### config.mk
export PLATFORM = sky130hd
export DESIGN_NAME = keyframe_drop_gate_with_rate_estimate_unit
export DESIGN_NICKNAME = d
export VERILOG_FILES = /design/src/rtl/core/kdgre_pkg.sv /design/src/rtl/core/keyframe_drop_gate_with_rate_estimate_unit.sv
export VERILOG_INCLUDE_DIRS = /design/src /design/src/rtl/core
export SDC_FILE = /design/constraint.sdc
export NUM_CORES = 1
export LEC_CHECK = 0
export CORE_MARGIN = 5
export CORE_UTILIZATION = 45
export CTS_BUF_LIST = sky130_fd_sc_hd__clkbuf_8
export DETAILED_ROUTE_END_ITERATION = 16
export DONT_BUFFER_PORTS = 1
export HOLD_SLACK_MARGIN = 0.12
export PLACE_DENSITY_LB_ADDON = 0.2
export SYNTH_ARGS = -nofsm -noshare
export SYNTH_HDL_FRONTEND = slang
export SYNTH_SLANG_ARGS = --single-unit
export TNS_END_PERCENT = 30
### constraint.sdc
create_clock -name clock -period 5.3 [get_ports clock]
set_clock_uncertainty 0.1 [all_clocks]
set_input_delay 0.265 -clock clock [delete_from_list [all_inputs] [get_ports clock]]
set_output_delay 0.265 -clock clock [all_outputs]
set_load 0.01 [all_outputs]
### src/rtl/core/keyframe_drop_gate_with_rate_estimate_unit_assert.svh
// Assertion macros shared by the keyframe drop gate RTL.
`ifndef KEYFRAME_DROP_GATE_WITH_RATE_ESTIMATE_UNIT_ASSERT_SVH
`define KEYFRAME_DROP_GATE_WITH_RATE_ESTIMATE_UNIT_ASSERT_SVH

// Same-cycle implication, disabled while reset is high.
`define KDGRE_ASSERT_NOW(label, clk, rst, ante, cons) \
   label: assert property (@(posedge clk) disable iff (rst) (ante) |-> (cons)) \
      else $error("kdgre assertion failed");

// Next-cycle implication, disabled while reset is high.
`define KDGRE_ASSERT_NEXT(label, clk, rst, ante, cons) \
   label: assert property (@(posedge clk) disable iff (rst) (ante) |=> (cons)) \
      else $error("kdgre assertion failed");

`endif

### src/rtl/core/kdgre_pkg.sv
// Shared types and constants of the keyframe drop gate with rate estimate.
package kdgre_pkg;

   localparam int RING_DEPTH_DEF = 30;
   localparam int RATE_SCALE     = 1000000;
   localparam int DUR_W          = 8;
   localparam int DUR_MAX        = (1 << DUR_W) - 1;
   localparam int RATE_W         = 20;
   localparam int CSR_ADDR_W     = 3;
   localparam int CSR_DATA_W     = 32;

   localparam logic [DUR_W-1:0] MAX_DUR_RESET      = 8'd200;
   localparam logic [DUR_W-1:0] DEFAULT_RATE_RESET = 8'd15;

   // register index, taken from paddr[2]
   localparam logic REG_MAX_DUR      = 1'b0;
   localparam logic REG_DEFAULT_RATE = 1'b1;

   localparam logic [1:0] KIND_AUDIO = 2'd0;
   localparam logic [1:0] KIND_AVC   = 2'd1;

   typedef enum logic [2:0] {
      ST_IDLE,
      ST_SLOT,
      ST_MUL,
      ST_DIV,
      ST_DONE
   } state_type;

endpackage

### src/rtl/core/keyframe_drop_gate_with_rate_estimate_unit.sv
// Keyframe drop gate with frame-rate estimate: top level.
// Per word: accept, a slot write when the gap is logged, a multiply, then a restoring
// divide of NUM_W quotient bits (skipped when the ring is empty) and the result register.
// One word in flight: a new word is taken once the last result sits in the output register.
// Duration ring in a one-port sync RAM; reset (sync, active high) clears control and slot
// valid bits, loads config reset values, no clearing pass; a word is taken right after reset.
`include "keyframe_drop_gate_with_rate_estimate_unit_assert.svh"

module keyframe_drop_gate_with_rate_estimate_unit #(
   parameter int RING_DEPTH = kdgre_pkg::RING_DEPTH_DEF
) (
   input  logic                                 clock,
   input  logic                                 reset,
   input  logic                                 req_valid,
   output logic                                 req_ready,
   input  logic [1:0]                           req_stream_kind,
   input  logic signed [63:0]                   req_pts,
   input  logic signed [31:0]                   req_frame_num,
   input  logic                                 req_idr_flag,
   output logic                                 rsp_valid,
   input  logic                                 rsp_ready,
   output logic                                 rsp_drop,
   output logic [kdgre_pkg::RATE_W-1:0]         rsp_rate_estimate,
   input  logic                                 psel,
   input  logic                                 penable,
   input  logic                                 pwrite,
   input  logic [kdgre_pkg::CSR_ADDR_W-1:0]     paddr,
   input  logic [kdgre_pkg::CSR_DATA_W-1:0]     pwdata,
   output logic [kdgre_pkg::CSR_DATA_W-1:0]     prdata,
   output logic                                 pready
);

   localparam int DUR_W     = kdgre_pkg::DUR_W;
   localparam int RATE_W    = kdgre_pkg::RATE_W;
   localparam int POS_W     = $clog2(RING_DEPTH);
   localparam int CNT_W     = $clog2(RING_DEPTH + 1);
   localparam int TOTAL_W   = $clog2(RING_DEPTH * kdgre_pkg::DUR_MAX + 1);
   localparam int NUM_W     = $clog2(RING_DEPTH * kdgre_pkg::RATE_SCALE + 1);
   localparam int DIVC_W    = $clog2(NUM_W);
   localparam logic [POS_W-1:0]  POS_LAST  = POS_W'(RING_DEPTH - 1);
   localparam logic [DIVC_W-1:0] DIVC_LAST = DIVC_W'(NUM_W - 1);
   localparam logic [NUM_W-1:0]  SCALE_N   = NUM_W'(kdgre_pkg::RATE_SCALE);

   // config
   logic [DUR_W-1:0]  max_dur_ff, max_dur_in;
   logic [DUR_W-1:0]  def_rate_ff, def_rate_in;

   // gate and stamp state
   kdgre_pkg::state_type state_ff, state_in;
   logic              waiting_ff, waiting_in;
   logic [32:0]       last_num_ff, last_num_in;
   logic [63:0]       last_stamp_ff, last_stamp_in;
   logic              stamp_valid_ff, stamp_valid_in;

   // ring bookkeeping
   logic [RING_DEPTH-1:0] slot_valid_ff, slot_valid_in;
   logic [POS_W-1:0]  ring_pos_ff, ring_pos_in;
   logic [TOTAL_W-1:0] total_ff, total_in;
   logic [CNT_W-1:0]  count_ff, count_in;

   // per-word work registers
   logic [DUR_W-1:0]  dur_ff, dur_in;
   logic              drop_ff, drop_in;
   logic              use_def_ff, use_def_in;
   logic [NUM_W-1:0]  num_ff, num_in;
   logic [TOTAL_W-1:0] rem_ff, rem_in;
   logic [DIVC_W-1:0] divc_ff, divc_in;

   // output register
   logic              rsp_valid_ff, rsp_valid_in;
   logic              rsp_drop_ff, rsp_drop_in;
   logic [RATE_W-1:0] rsp_rate_ff, rsp_rate_in;

   // ring memory
   logic [DUR_W-1:0]  ring_mem [RING_DEPTH];
   logic [DUR_W-1:0]  mem_rd_ff;
   logic              slot_wr;

   // combinational helpers
   logic              accept;
   logic              csr_wr;
   logic              pkt_ok;
   logic [63:0]       pts_diff;
   logic              diff_nonpos;
   logic              diff_small;
   logic signed [33:0] fn_wide;
   logic signed [33:0] next_expected;
   logic              wait_now;
   logic [DUR_W-1:0]  old_dur;
   logic [TOTAL_W:0]  trial;
   logic              qbit;

   assign accept    = req_valid && req_ready;
   assign req_ready = (state_ff == kdgre_pkg::ST_IDLE);
   assign csr_wr    = psel && penable && pwrite && pready;
   assign pready    = 1'b1;
   assign prdata    = (paddr[2] == kdgre_pkg::REG_DEFAULT_RATE)
                      ? {{(kdgre_pkg::CSR_DATA_W-DUR_W){1'b0}}, def_rate_ff}
                      : {{(kdgre_pkg::CSR_DATA_W-DUR_W){1'b0}}, max_dur_ff};

   assign rsp_valid         = rsp_valid_ff;
   assign rsp_drop          = rsp_drop_ff;
   assign rsp_rate_estimate = rsp_rate_ff;

   assign pkt_ok      = (req_frame_num != -32'sd1) && (req_stream_kind != kdgre_pkg::KIND_AUDIO);
   assign pts_diff    = $unsigned(req_pts) - last_stamp_ff;
   assign diff_nonpos = pts_diff[63] || (pts_diff == 64'd0);
   assign diff_small  = pts_diff <= {{(64-DUR_W){1'b0}}, max_dur_ff};
   assign fn_wide       = {{2{req_frame_num[31]}}, req_frame_num};
   assign next_expected = $signed({last_num_ff[32], last_num_ff}) + 34'sd1;
   assign wait_now      = waiting_ff || last_num_ff[32] || (fn_wide > next_expected);

   assign old_dur = slot_valid_ff[ring_pos_ff] ? mem_rd_ff : '0;
   assign trial   = {rem_ff, num_ff[NUM_W-1]};
   assign qbit    = trial >= {1'b0, total_ff};
   assign slot_wr = (state_ff == kdgre_pkg::ST_SLOT);

   always_comb begin
      state_in       = state_ff;
      max_dur_in     = max_dur_ff;
      def_rate_in    = def_rate_ff;
      waiting_in     = waiting_ff;
      last_num_in    = last_num_ff;
      last_stamp_in  = last_stamp_ff;
      stamp_valid_in = stamp_valid_ff;
      slot_valid_in  = slot_valid_ff;
      ring_pos_in    = ring_pos_ff;
      total_in       = total_ff;
      count_in       = count_ff;
      dur_in         = dur_ff;
      drop_in        = drop_ff;
      use_def_in     = use_def_ff;
      num_in         = num_ff;
      rem_in         = rem_ff;
      divc_in        = divc_ff;
      rsp_valid_in   = rsp_valid_ff;
      rsp_drop_in    = rsp_drop_ff;
      rsp_rate_in    = rsp_rate_ff;

      if (csr_wr) begin
         if (paddr[2] == kdgre_pkg::REG_DEFAULT_RATE) begin
            def_rate_in = pwdata[DUR_W-1:0];
         end else begin
            max_dur_in = pwdata[DUR_W-1:0];
         end
      end

      if (rsp_valid_ff && rsp_ready) begin
         rsp_valid_in = 1'b0;
      end

      case (state_ff)
         kdgre_pkg::ST_IDLE: begin
            if (accept) begin
               drop_in  = 1'b0;
               state_in = kdgre_pkg::ST_MUL;
               if (pkt_ok) begin
                  if (!stamp_valid_ff) begin
                     ring_pos_in = '0;
                  end else if (diff_nonpos || diff_small) begin
                     // ram holds mem[ring_pos] by the next cycle
                     dur_in   = diff_nonpos ? '0 : pts_diff[DUR_W-1:0];
                     state_in = kdgre_pkg::ST_SLOT;
                  end
                  last_stamp_in  = $unsigned(req_pts);
                  stamp_valid_in = 1'b1;
                  if (req_stream_kind == kdgre_pkg::KIND_AVC) begin
                     waiting_in = wait_now && !req_idr_flag;
                     drop_in    = wait_now && !req_idr_flag;
                  end
                  last_num_in = {req_frame_num[31], req_frame_num};
               end
            end
         end
         kdgre_pkg::ST_SLOT: begin
            total_in = total_ff - TOTAL_W'(old_dur) + TOTAL_W'(dur_ff);
            count_in = count_ff - CNT_W'(old_dur != '0) + CNT_W'(dur_ff != '0);
            slot_valid_in[ring_pos_ff] = 1'b1;
            ring_pos_in = (ring_pos_ff == POS_LAST) ? '0 : ring_pos_ff + 1'b1;
            state_in = kdgre_pkg::ST_MUL;
         end
         kdgre_pkg::ST_MUL: begin
            use_def_in = (count_ff == '0) || (total_ff == '0);
            num_in     = NUM_W'(count_ff) * SCALE_N;
            rem_in     = '0;
            divc_in    = '0;
            state_in   = use_def_in ? kdgre_pkg::ST_DONE : kdgre_pkg::ST_DIV;
         end
         kdgre_pkg::ST_DIV: begin
            // restoring divide, quotient bits shift into num
            rem_in  = qbit ? TOTAL_W'(trial - {1'b0, total_ff}) : trial[TOTAL_W-1:0];
            num_in  = {num_ff[NUM_W-2:0], qbit};
            divc_in = divc_ff + 1'b1;
            if (divc_ff == DIVC_LAST) begin
               state_in = kdgre_pkg::ST_DONE;
            end
         end
         kdgre_pkg::ST_DONE: begin
            if (!rsp_valid_ff || rsp_ready) begin
               rsp_valid_in = 1'b1;
               rsp_drop_in  = drop_ff;
               rsp_rate_in  = use_def_ff ? {{(RATE_W-DUR_W){1'b0}}, def_rate_ff}
                                         : num_ff[RATE_W-1:0];
               state_in     = kdgre_pkg::ST_IDLE;
            end
         end
         default: begin
            state_in = kdgre_pkg::ST_IDLE;
         end
      endcase
   end

   always_ff @(posedge clock) begin
      if (reset) begin
         state_ff       <= kdgre_pkg::ST_IDLE;
         max_dur_ff     <= kdgre_pkg::MAX_DUR_RESET;
         def_rate_ff    <= kdgre_pkg::DEFAULT_RATE_RESET;
         waiting_ff     <= 1'b1;
         last_num_ff    <= '1;
         last_stamp_ff  <= '0;
         stamp_valid_ff <= 1'b0;
         slot_valid_ff  <= '0;
         ring_pos_ff    <= '0;
         total_ff       <= '0;
         count_ff       <= '0;
         rsp_valid_ff   <= 1'b0;
      end else begin
         state_ff       <= state_in;
         max_dur_ff     <= max_dur_in;
         def_rate_ff    <= def_rate_in;
         waiting_ff     <= waiting_in;
         last_num_ff    <= last_num_in;
         last_stamp_ff  <= last_stamp_in;
         stamp_valid_ff <= stamp_valid_in;
         slot_valid_ff  <= slot_valid_in;
         ring_pos_ff    <= ring_pos_in;
         total_ff       <= total_in;
         count_ff       <= count_in;
         rsp_valid_ff   <= rsp_valid_in;
      end
   end

   always_ff @(posedge clock) begin
      dur_ff      <= dur_in;
      drop_ff     <= drop_in;
      use_def_ff  <= use_def_in;
      num_ff      <= num_in;
      rem_ff      <= rem_in;
      divc_ff     <= divc_in;
      rsp_drop_ff <= rsp_drop_in;
      rsp_rate_ff <= rsp_rate_in;
   end

   always_ff @(posedge clock) begin
      if (slot_wr) begin
         ring_mem[ring_pos_ff] <= dur_ff;
      end
      mem_rd_ff <= ring_mem[ring_pos_ff];
   end

   `KDGRE_ASSERT_NOW(a_count_bound, clock, reset, 1'b1, count_ff <= CNT_W'(RING_DEPTH))
   `KDGRE_ASSERT_NOW(a_count_total, clock, reset, 1'b1,
                     (count_ff == '0) == (total_ff == '0))
   `KDGRE_ASSERT_NOW(a_rate_range, clock, reset, rsp_valid_ff,
                     rsp_rate_ff <= RATE_W'(kdgre_pkg::RATE_SCALE))
   `KDGRE_ASSERT_NEXT(a_one_in_flight, clock, reset, accept, !req_ready)

endmodule

# Word-level counts from Yosys, hierarchy flattened
# Memory sizes are Yosys's and may differ from the RTL's. A register that Yosys moved wholly into a read port is not among the register bits.
# Cells that the tools add are included.
dict set report word_totals {
  ff_bits 245
  mem_bits_rw 240
  input_bits 141
  output_inout_bits 56
  memories 1
}
dict set report op_classes {
  n_addsub 9
  mul 1
  magnitude_cmp 5
  n_eq_ne 13
  n_mux 29
  bitwise_logic 2
  n_reduce_logical 34
}
# name words word_bits rd rd_ports_with_merged_regs wr line_no
set memory_table {}
lappend memory_table {ring_mem 30 8 1 1 1 keyframe_drop_gate_with_rate_estimate_unit.sv:75} ;# logic [DUR_W-1:0] ring_mem [RING_DEPTH];
# cell count
set ops {}
lappend ops {{$le A64 B8 Y1} 1}
lappend ops {{$logic_not A64 Y1} 1}
lappend ops {{$sub A64 B64 Y64} 1}
lappend ops {{$pmux W25 S2} 1}
lappend ops {{$add A32 B2 Y33 const B} 1}
lappend ops {{$gt A32 B33 Y1} 1}
lappend ops {{$ne A32 B1 Y1 const B} 1}
lappend ops {{$or A30 B30 Y30} 1}
lappend ops {{$pmux W13 S2} 1}
lappend ops {{$mux W8} 3}
lappend ops {{$mux W5} 4}
lappend ops {{$pmux W5 S2} 2}
lappend ops {{$mul A5 B14 Y19 const B} 1}
lappend ops {{$reduce_bool A8 Y1} 2}
lappend ops {{$pmux W3 S5} 1}
lappend ops {{$ge A14 B13 Y1} 1}
lappend ops {{$add A13 B8 Y13} 1}
lappend ops {{$logic_not A13 Y1} 1}
lappend ops {{$mux W13} 1}
lappend ops {{$sub A13 B13 Y13} 1}
lappend ops {{$sub A13 B8 Y13} 1}
lappend ops {{$mux W3} 4}
lappend ops {{$add A5 B1 Y5 const B} 2}
lappend ops {{$eq A5 B5 Y1 const B} 2}
lappend ops {{25 further kinds} 57}

# Logic depth before layout (Yosys ltp)
# Gate-level depths: netlist of run 1.
dict set report depth {
  word_depth 9
  ltp_mapped 24
  mapped_depth_nobuf 22
}

# Worst setup path before layout of run 1
# No wires, ideal clock.
dict set report synth_path {
  path_type {register to register}
  startpoint {register ring_pos_ff[0]}
  endpoint {register total_ff[12]}
  setup_ps 128
  arrival_time_ps 4692
  required_ps 5072
  setup_slack_ps 380
  path_stages_with_launch 21
  cell_sequence {dfxtp_1 buf_1 mux4_2 a22oi_1 nand4_1 and2_1 fa_1 inv_1 ha_1 nor2b_1 o21ai_0 a21boi_0 o21ai_0 a21boi_0 o21a_1 o21ai_0 a21oi_1 o41ai_1 mux2i_1 xnor2_1 nor2_1}
}
dict set report synth_via {
  elab_chain_cells 5
}
# item line_no
set synth_lines {}
lappend synth_lines {{start, declared} keyframe_drop_gate_with_rate_estimate_unit.sv:57} ;# logic [POS_W-1:0] ring_pos_ff, ring_pos_in;
lappend synth_lines {{start signal, assigned} keyframe_drop_gate_with_rate_estimate_unit.sv:236} ;# ring_pos_ff <= ring_pos_in;
lappend synth_lines {{$bmux W1 S5} keyframe_drop_gate_with_rate_estimate_unit.sv:113} ;# assign old_dur = slot_valid_ff[ring_pos_ff] ? mem_rd_ff : '0;
lappend synth_lines {{$mux W1 (not written as such)} keyframe_drop_gate_with_rate_estimate_unit.sv:113}
lappend synth_lines {{$mux W8} keyframe_drop_gate_with_rate_estimate_unit.sv:113}
lappend synth_lines {{$sub A13 B8 Y13} keyframe_drop_gate_with_rate_estimate_unit.sv:176} ;# total_in = total_ff - TOTAL_W'(old_dur) + TOTAL_W'(dur_ff);
lappend synth_lines {{$add A13 B8 Y13} keyframe_drop_gate_with_rate_estimate_unit.sv:176}
lappend synth_lines {{end signal, assigned} keyframe_drop_gate_with_rate_estimate_unit.sv:237} ;# total_ff <= total_in;
lappend synth_lines {{end, declared} keyframe_drop_gate_with_rate_estimate_unit.sv:58} ;# logic [TOTAL_W-1:0] total_ff, total_in;
# Every way passes these cells. The select of a mux whose other input is x is not followed.
# A chain may end at the register's enable or synchronous reset.

# Final worst setup path of run 1
dict set report layout_path {
  startpoint {register last_num_ff[2]}
  endpoint {register waiting_ff}
}
dict set report layout_via {
  elab_chain_cells 4
}
# item line_no
set layout_lines {}
lappend layout_lines {{start, declared} keyframe_drop_gate_with_rate_estimate_unit.sv:51} ;# logic [32:0] last_num_ff, last_num_in;
lappend layout_lines {{start signal, assigned} keyframe_drop_gate_with_rate_estimate_unit.sv:232} ;# last_num_ff <= last_num_in;
lappend layout_lines {{$add A32 B2 Y33} keyframe_drop_gate_with_rate_estimate_unit.sv:110} ;# assign next_expected = $signed({last_num_ff[32], last_num_ff}) + 34'sd1;
lappend layout_lines {{$gt A32 B33 Y1} keyframe_drop_gate_with_rate_estimate_unit.sv:111} ;# assign wait_now = waiting_ff || last_num_ff[32] || (fn_wide > next_expected);
lappend layout_lines {{$logic_or A1 B1 Y1} keyframe_drop_gate_with_rate_estimate_unit.sv:111}
lappend layout_lines {{$logic_and A1 B1 Y1} keyframe_drop_gate_with_rate_estimate_unit.sv:168} ;# waiting_in = wait_now && !req_idr_flag;
lappend layout_lines {{end signal, assigned} keyframe_drop_gate_with_rate_estimate_unit.sv:231} ;# waiting_ff <= waiting_in;
lappend layout_lines {{end, declared} keyframe_drop_gate_with_rate_estimate_unit.sv:50} ;# logic waiting_ff, waiting_in;
# Every way passes these cells.

==> impl_results.rst, run 1 <==
.. list-table::
   :header-rows: 1

   * - Metric
     - Value
   * - Run status
     - completed
   * - Setup slack after placement
     - roughly 0.13 ns
   * - Critical path required time
     - 5.75 ns
   * - Pin count of the biggest net entering global routing
     - 169
   * - Fill cells
     - 5531
   * - Setup Viol. Count Final
     - 0
   * - Number of port buffers
     - 0
   * - Setup crit end kind
     - flip-flop
   * - Most used cells in the layout excluding fill and tap cells
     - sky130_fd_sc_hd__nand2_1 (384), sky130_fd_sc_hd__edfxtp_1 (314), sky130_fd_sc_hd__nor2_1 (258), sky130_fd_sc_hd__inv_1 (213), sky130_fd_sc_hd__a21oi_1 (209)
   * - Lkg Pwr
     - 11.5 nW
   * - Number of max-slew violations in the final report
     - 0
   * - Final-layout setup total negative slack
     - 0 ns
   * - Die Span Y
     - 258 um
   * - Leading cell type in the layout, fill and taps excluded
     - sky130_fd_sc_hd__nand2_1
   * - DR WL/cell
     - 20.3 um
   * - Yosys warning total
     - 0
   * - Row count
     - just over 90
   * - Biggest area contributors in the synthesized netlist
     - sky130_fd_sc_hd__edfxtp_1 (34%), sky130_fd_sc_hd__dfxtp_1 (13%), sky130_fd_sc_hd__ha_1 (7.7%), sky130_fd_sc_hd__nand2_1 (5.2%), sky130_fd_sc_hd__mux4_2 (5.1%)
   * - Final Hold Vio Count
     - 0
   * - Timing-limited maximum frequency
     - 0.201 GHz
   * - Sequential cell area
     - 0.0130 mm2
   * - Via count
     - 21272
   * - Average vias per placed instance
     - 5.67
   * - Final min period
     - between 4 and 5 ns
   * - Die footprint
     - 0.0667 mm2
   * - Max clock buf depth
     - 3
   * - Footprint of the multi-input gates
     - 0.0134 mm2
   * - Count of flip-flops with a built-in enable after synthesis
     - 314
   * - Switching power as a share of total power
     - 31.5%
   * - Number of antenna violations at the first check in global routing
     - 6
   * - Share of the clock period used by the worst path after layout
     - 94.0%
   * - Hold crit path type
     - input pin to flip-flop
   * - Final critical-path setup slack
     - 0.317 ns
   * - Gr ovfl total
     - 0
   * - Proportion of netlist area held by the largest area contributor
     - around 34%
   * - CTS clock-pin slew for the worst setup and hold paths
     - 0.06 ns
   * - First-pass GRT wire length
     - 119000 um
   * - Power Density
     - 332 mW/mm2
   * - Main flop type after synthesis
     - sky130_fd_sc_hd__edfxtp_1
   * - Number of distinct library cell variants in the gate-level netlist after synthesis
     - 97
   * - CTS Sinks
     - ~500
   * - Proportion of synthesized chip area in sequential cells
     - 46.9%
   * - Clock root buffer
     - sky130_fd_sc_hd__clkbuf_8
   * - Number of max-cap violations
     - 0
   * - Fraction of layout cells with a size suffix above 1
     - 9.87%
   * - Worst endpoint data arrival time
     - 5.43 ns
   * - H-tree lvl count
     - 3
   * - Peak supply drop
     - approximately 0.22 mV
   * - CORE AREA
     - 0.0614 mm2
   * - Clock latency on the worst-skew pair
     - around 0.67 ns
   * - Cell taking the most area after synthesis
     - sky130_fd_sc_hd__edfxtp_1
   * - Synth async-reset ratio
     - 0%
   * - CTS tree
     - yes
   * - Largest fanout on the critical path
     - 6
   * - Initial DRC count
     - between 1000 and 1500
   * - Logic pwr share
     - 24.3%
   * - Final net count
     - 3214
   * - Gate count after technology mapping
     - 2735
   * - Final design utilization
     - approximately half
   * - Category of the most critical setup path
     - flip-flop to flip-flop
   * - Horizontal extent of the die
     - 258 um
   * - DR pass1 iterations
     - 5
   * - Clock network power share
     - 32.9%
   * - Switching pwr
     - 3.29 mW
   * - FF-to-FF setup slack
     - 0.32 ns
   * - Final estimated routing congestion in global placement
     - 0.917
   * - Remaining design rule violation count
     - 0
   * - Antenna violation net count after detailed routing
     - 0
   * - Share of power burned in registers
     - between 40% and 50%
   * - Initial core utilization
     - 45.2%
   * - Netlist area before placement
     - 0.0277 mm2
   * - Setup crit start kind
     - flip-flop
   * - Cell internal pwr
     - around 7.2 mW
   * - Seq cells post-synth
     - around 490
   * - Via count of the first global-routing pass
     - 21264
   * - Slew @ Worst Pin
     - 1.11 ns
   * - HPWL after DPL
     - 53600 um
   * - Number of top-level design ports
     - roughly 200
   * - Overall Global Routing Usage
     - 22.4%
   * - Total Wirelength
     - 76300 um
   * - Synthesized area divided by synthesized cell count
     - 10.1 um2
   * - Layout area overhead
     - 13.7%
   * - Normalized max-slew margin
     - 25.9%
   * - Total clock buffers created by CTS
     - 85
per-layer routing:
metal	vias to the layer above	routed length, um	GRT usage [%]
met4	4	2600	7.88
met5	-	27	0
li1	10133	-	-
met2	636	37600	38.5
met3	178	4130	4.08
met1	10321	32000	28.5
registers in the layout, summed over array words and instances (netlist names), 3 cells and up:
signal and count:
count_ff 5, def_rate_ff 8, ring_mem 240, last_stamp_ff 64
num_ff 25, ring_pos_ff 5, total_ff 13, rem_ff 13
dur_ff 8, divc_ff 5, max_dur_ff 8, mem_rd_ff 8
last_num_ff 32, state_ff 3, rsp_rate_estimate 20, slot_valid_ff 30
kinds of logic after synthesis:
kind of cell	after synthesis	synth area share, %
adder cells (fa/ha/maj)	188	8.94
other	2	0.0271
buffers and inverters	321	5.29
XOR/XNOR	103	3.28
AO/OA/AOI/OAI	540	12.4
multiplexers	93	6.25
flip-flops	493	46.9
AND/OR/NAND/NOR	995	16.9
cell type report:
class | count | area share (%)
Antenna cell | 5 | 0.0397
Clock buffer | 103 | 4.50
Clock inverter | 57 | 0.957
Inverter | 179 | 2.13
Multi-Input combinational cell | 1944 | 42.5
Sequential cell | 493 | 41.3
Tap cell | 790 | 3.14
Timing Repair Buffer | 182 | 5.48
final timing paths:
path / end / from / cells after the start
min: dur_ff[3] / req_pts[3] / 3
max reg2reg: waiting_ff / last_num_ff[2] / 18
max: waiting_ff / last_num_ff[2] / 18
min reg2reg: rsp_drop / drop_ff / 0
power by group through the flow:
stage | Combinational [mW] | Clock [mW] | Sequential, mW
after floorplan | 1.83 | 0 | 4.51
after global placement | 2.33 | 0 | 4.54
after detailed placement | 2.38 | 0 | 4.55
after CTS | 2.51 | 3.55 | 4.47
after global routing | 2.81 | 3.73 | 4.50
final | 2.54 | 3.44 | 4.48
timing repair:
action,4_1_cts,5_1_grt
endpoints found under the setup margin,0,11
hold endpoints to repair,179,0
hold buffers,137,0
resized for setup,0,11
buffers inserted,0,3
through the flow:
step / area, um2 / total power [mW] / cells / hold slack, ns
finish: 31500 / 10.5 / 3753 / 0.168
global route: 31500 / 11.0 / 3751 / 0.142
CTS: 31400 / 10.5 / 3745 / 0.120
detailed placement: 28300 / 6.93 / 3448 / 0.264
global placement: 28300 / 6.88 / 3448 / 0.267
floorplan: 27800 / 6.34 / 2758 / 0.283
synth_stat cells, types with 6 or more instances:
cell type,n
sky130_fd_sc_hd__xnor2_1,64
sky130_fd_sc_hd__o21ai_1,6
sky130_fd_sc_hd__a21oi_2,6
sky130_fd_sc_hd__and3_1,21
sky130_fd_sc_hd__mux2_2,10
sky130_fd_sc_hd__nand3b_1,37
sky130_fd_sc_hd__clkbuf_8,10
sky130_fd_sc_hd__fa_1,17
sky130_fd_sc_hd__and2_1,22
sky130_fd_sc_hd__mux4_2,63
sky130_fd_sc_hd__edfxtp_1,314
sky130_fd_sc_hd__nor4_1,18
sky130_fd_sc_hd__a31oi_1,10
sky130_fd_sc_hd__o21ai_0,102
sky130_fd_sc_hd__a21oi_1,209
sky130_fd_sc_hd__a21o_1,19
sky130_fd_sc_hd__nor2b_1,36
sky130_fd_sc_hd__a2111oi_0,6
sky130_fd_sc_hd__clkbuf_1,77
sky130_fd_sc_hd__nand2_1,385
sky130_fd_sc_hd__buf_1,12
sky130_fd_sc_hd__a211o_1,7
sky130_fd_sc_hd__a22oi_1,28
sky130_fd_sc_hd__o21bai_1,10
sky130_fd_sc_hd__or3_1,13
sky130_fd_sc_hd__o211ai_1,14
sky130_fd_sc_hd__or2_2,7
sky130_fd_sc_hd__o21a_1,23
sky130_fd_sc_hd__nand4_1,77
sky130_fd_sc_hd__xor2_1,38
sky130_fd_sc_hd__dfxtp_1,179
sky130_fd_sc_hd__nand2b_1,21
sky130_fd_sc_hd__a21boi_0,9
sky130_fd_sc_hd__mux2i_1,20
sky130_fd_sc_hd__nor3_1,28
sky130_fd_sc_hd__a211oi_1,16
sky130_fd_sc_hd__o31ai_1,10
sky130_fd_sc_hd__nor2_1,259
sky130_fd_sc_hd__nand3_1,37
sky130_fd_sc_hd__ha_1,171
sky130_fd_sc_hd__inv_1,178
sky130_fd_sc_hd__buf_2,7
sky130_fd_sc_hd__buf_4,31
worst max-delay path, stage by stage, from the launching register on:
cell and delay (ns):
sky130_fd_sc_hd__dfxtp_1 0.39, sky130_fd_sc_hd__and3_1 0.20, sky130_fd_sc_hd__and3_1 0.20, sky130_fd_sc_hd__and2_1 0.16, sky130_fd_sc_hd__nor2b_2 0.31, sky130_fd_sc_hd__nand3_4 0.17
sky130_fd_sc_hd__nor2_2 0.19, sky130_fd_sc_hd__nand4_1 0.17, sky130_fd_sc_hd__or2_2 0.32, sky130_fd_sc_hd__xor2_1 0.15, sky130_fd_sc_hd__ha_1 0.30, sky130_fd_sc_hd__nand4_1 0.08
sky130_fd_sc_hd__nor2_1 0.23, sky130_fd_sc_hd__nand4_1 0.16, sky130_fd_sc_hd__o32a_1 0.32, sky130_fd_sc_hd__o311ai_0 0.39, sky130_fd_sc_hd__nor4b_1 0.16, sky130_fd_sc_hd__a221o_1 0.32
sky130_fd_sc_hd__dlygate4sd3_1 0.57
Note: power is estimated with default switching activity, not from simulation.
==> inputs of run 2 (changes only) <==
- GPL_TIMING_DRIVEN: default -> 0
==> run 2 against run 1 <==
Effect of this change: final area up 2.3%; utilization up 1.2 points; combinational power up 5%; final cell count up 3.4%; sequential share of layout area down 0.94 points; routed wire length up 6.5%; hold slack worse by 0.0026 ns; global-route usage up 1.5 points.
==> impl_results.rst, run 2 (synthesis gave the netlist of run 1 again) <==
.. list-table::
   :header-rows: 1

   * - Metric
     - Value
   * - Setup repair after global routing missed its margin
     - false
   * - Most used cells in the layout excluding fill and tap cells
     - sky130_fd_sc_hd__nand2_1 (385), sky130_fd_sc_hd__edfxtp_1 (314), sky130_fd_sc_hd__nor2_1 (257), sky130_fd_sc_hd__inv_1 (210), sky130_fd_sc_hd__a21oi_1 (205)
   * - Logic pwr share
     - 25.4% (+1.1 points)
   * - Average vias per placed instance
     - 5.67 (about the same)
   * - Placed cells
     - 3548 (+2.9%)
   * - Slew @ Worst Pin
     - 1.29 ns (+0.176 ns)
   * - Number of max-cap violations
     - 0 (unchanged)
   * - Overall Global Routing Usage
     - 23.8% (+1.5 points)
   * - Switching pwr
     - 3.36 mW (+2.2%)
   * - Max incr delay on CP
     - 0.50 ns (-0.07 ns)
   * - DR WL/cell
     - 20.9 um (+3.0%)
   * - Number of flip-flops under the largest register name
     - 240 (unchanged)
   * - Initial DRC count
     - 1670 (+33%)
   * - Die Span Y
     - 258 um (unchanged)
   * - Number of port buffers
     - 0 (unchanged)
   * - Remaining design rule violation count
     - 0 (unchanged)
   * - CTS clock-pin slew for the worst setup and hold paths
     - 0.06 ns (about the same)
   * - Lkg Pwr
     - 11.7 nW (+1.8%)
   * - Setup slack after placement
     - -0.552 ns (-0.686 ns)
   * - Crit path from
     - last_stamp_ff[9]
   * - CTS tree
     - yes
   * - Share of the clock period used by the worst path after layout
     - 96.3% (+2.3 points)
   * - Initial core utilization
     - 45.2% (unchanged)
   * - Met2 global-route usage
     - 41.2% (+2.7 points)
   * - Largest Register
     - ring_mem
   * - Via count
     - 21997 (+3.4%)
   * - Cell internal pwr
     - 7.09 mW (-0.99%)
   * - Number of top-level design ports
     - 197 (unchanged)
   * - Registers with the highest flip-flop counts
     - ring_mem: 240 flops, last_stamp_ff: 64 flops, last_num_ff: 32 flops
   * - Total clock buffers created by CTS
     - 83 (-2.4%)
   * - Horizontal extent of the die
     - 258 um (unchanged)
   * - Final estimated routing congestion in global placement
     - 0.953 (+4.0%)
   * - Layout area overhead
     - 16.3%
   * - Critical Path, Cell by Cell
     - inv_1 -> ha_1 -> nand2_1 -> nor4_1 -> o21ai_0 -> a311oi_2 -> nor2_1 -> o311a_1 -> xnor2_1 -> or3_1 -> nor4_2 -> a31oi_1 -> nor2_1 -> and2_2
   * - Run status
     - completed
   * - Total Wirelength
     - 81300 um (+6.5%)
   * - Critical path required time
     - 5.58 ns (-0.17 ns)
   * - Cell seen most often among critical-path stages
     - sky130_fd_sc_hd__nor2_1
   * - Number of antenna violations at the first check in global routing
     - 8 (+2)
   * - Power Density
     - 324 mW/mm2 (-2.2%)
   * - DR pass1 iterations
     - 7 (+2)
   * - Final net count
     - 3344 (+4.0%)
   * - Setup Viol. Count Final
     - 0 (unchanged)
   * - Clock latency on the worst-skew pair
     - 0.72 ns (+0.05 ns)
   * - Category of the most critical setup path
     - flip-flop to flip-flop
   * - Normalized max-slew margin
     - 14.1% (-12 points)
   * - HPWL after DPL
     - 58100 um (+8.4%)
   * - Clock root buffer
     - sky130_fd_sc_hd__clkbuf_8
   * - Final Hold Vio Count
     - 0 (unchanged)
   * - Origin of the critical flop-to-flop path
     - last_stamp_ff[9]
   * - Leading cell type in the layout, fill and taps excluded
     - sky130_fd_sc_hd__nand2_1
   * - Share of power burned in registers
     - 43.0% (+0.2 points)
   * - Row count
     - 91 (unchanged)
   * - H-tree lvl count
     - 3 (unchanged)
   * - Met3 Resource Use GR
     - 4.40% (+0.32 points)
   * - Via count of the first global-routing pass
     - 22229 (+4.5%)
   * - Max clock buf depth
     - 3 (unchanged)
   * - Die footprint
     - 0.0667 mm2 (unchanged)
   * - Gr ovfl total
     - 0 (unchanged)
   * - Met1 Usage GRT
     - 30.0% (+1.5 points)
   * - Clock network power share
     - 31.6% (-1.3 points)
   * - Layer with the highest usage after global routing
     - met2
   * - CTS Sinks
     - 493 (unchanged)
   * - CORE AREA
     - 0.0614 mm2 (unchanged)
   * - Final critical-path setup slack
     - 0.195 ns (-0.122 ns)
   * - Worst-path cell with the longest stage delay
     - sky130_fd_sc_hd__nor4_1
   * - Hold crit path type
     - input pin to flip-flop
   * - Setup crit end kind
     - flip-flop
   * - Worst endpoint data arrival time
     - 5.38 ns (-0.05 ns)
   * - Final-layout setup total negative slack
     - 0 ns (unchanged)
   * - Final min period
     - 5.11 ns (+0.122 ns)
   * - First-pass GRT wire length
     - 126000 um (+5.6%)
   * - Antenna violation net count after detailed routing
     - 0 (unchanged)
   * - Largest fanout on the critical path
     - 8 (+2)
   * - Number of max-slew violations in the final report
     - 0 (unchanged)
   * - Pin count of the biggest net entering global routing
     - 53 (-69%)
   * - Switching power as a share of total power
     - 32.2% (+0.70 points)
   * - Setup crit start kind
     - flip-flop
   * - Peak supply drop
     - 0.224 mV (about the same)
   * - Fraction of layout cells with a size suffix above 1
     - 9.92% (+0.051 points)
   * - Layout Cells excl Fill
     - 3880 (+3.4%)
   * - Timing-limited maximum frequency
     - 0.196 GHz (-2.4%)
   * - Launch instance of the worst min-delay path
     - req_frame_num[20]
## run 2: changes by cell type in the layout (fill, tap and decap cells not counted), moves of 3 or more
cell                            change
sky130_fd_sc_hd__a21oi_2            +4
sky130_fd_sc_hd__clkbuf_2           +3
sky130_fd_sc_hd__clkinv_2           +7
sky130_fd_sc_hd__buf_4             -11
sky130_fd_sc_hd__inv_1              -3
sky130_fd_sc_hd__buf_1             +11
sky130_fd_sc_hd__buf_6              +6
sky130_fd_sc_hd__buf_2              +7
sky130_fd_sc_hd__a21oi_1            -4
sky130_fd_sc_hd__clkbuf_1          +72
sky130_fd_sc_hd__dlygate4sd3_1     +34
sky130_fd_sc_hd__dfxtp_1            +3
## run 2: area by class of cell
class | count | area [um2]
multi-input combinational | 1944 | 13400
clock buffer | 93 | 1280
inverter | 179 | 673
fill | 5454 | 29100
antenna | 6 | 15.0
tap | 790 | 988
buffer | 141 | 807
timing repair buffer | 173 | 1720
sequential | 493 | 13000
clock inverter | 61 | 319
## run 2: path summary, 6_finish.rpt
path | cells after the start | slack (ns) | endpoint
worst max-delay path | 14 | 0.19 | dur_ff[2]
worst min-delay path | 3 | 0.17 | last_num_ff[20]
worst max register to register | 14 | 0.19 | dur_ff[2]
worst min register to register | 2 | 0.35 | last_stamp_ff[43]
## run 2: routing by layer
layer  vias up  routed length, um
li1      10373                  -
met1     10731              33400
met2       699              39800
met3       190               4980
met4         4               3020
met5         -                 27
## run 2: per-stage QoR
stage	hold WS [ns]	cell area (um2)	total power, mW	utilization [%]
after floorplan	0.283	27800	6.34	-
after global placement	0.285	28800	6.98	46.9
after detailed placement	0.290	28800	7.03	46.9
after CTS	0.121	32200	10.5	52.4
after global routing	0.152	32200	11.0	52.5
final	0.165	32200	10.5	52.5
## run 2: critical path: cells and delay by family (launching register included)
kind,cells,cell delay (ns)
AOI/OAI and AO/OA,4,1.35
xor gates and xnor gates,1,0.20
adders and majority gates,1,0.38
buffers and inverters,1,0.05
DFF,1,0.33
and+or+nand+nor,7,2.34
## run 2: power by group through the flow
stage               logic (mW)  clock network [mW]  registers, mW
floorplan                 1.83                   0           4.51
global placement          2.42                   0           4.56
detailed placement        2.46                   0           4.57
CTS                       2.63                3.39           4.49
global route              2.94                3.56           4.52
finish                    2.66                3.31           4.49
## run 2: repair_timing
item | CTS | global route
resized for setup | 10 | 26
pin swaps | 1 | 3
setup endpoints to repair | 12 | 13
gates cloned | 0 | 0
setup buffers | 2 | 1
endpoints found under the hold margin | 136 | 0
hold buffers | 170 | 0
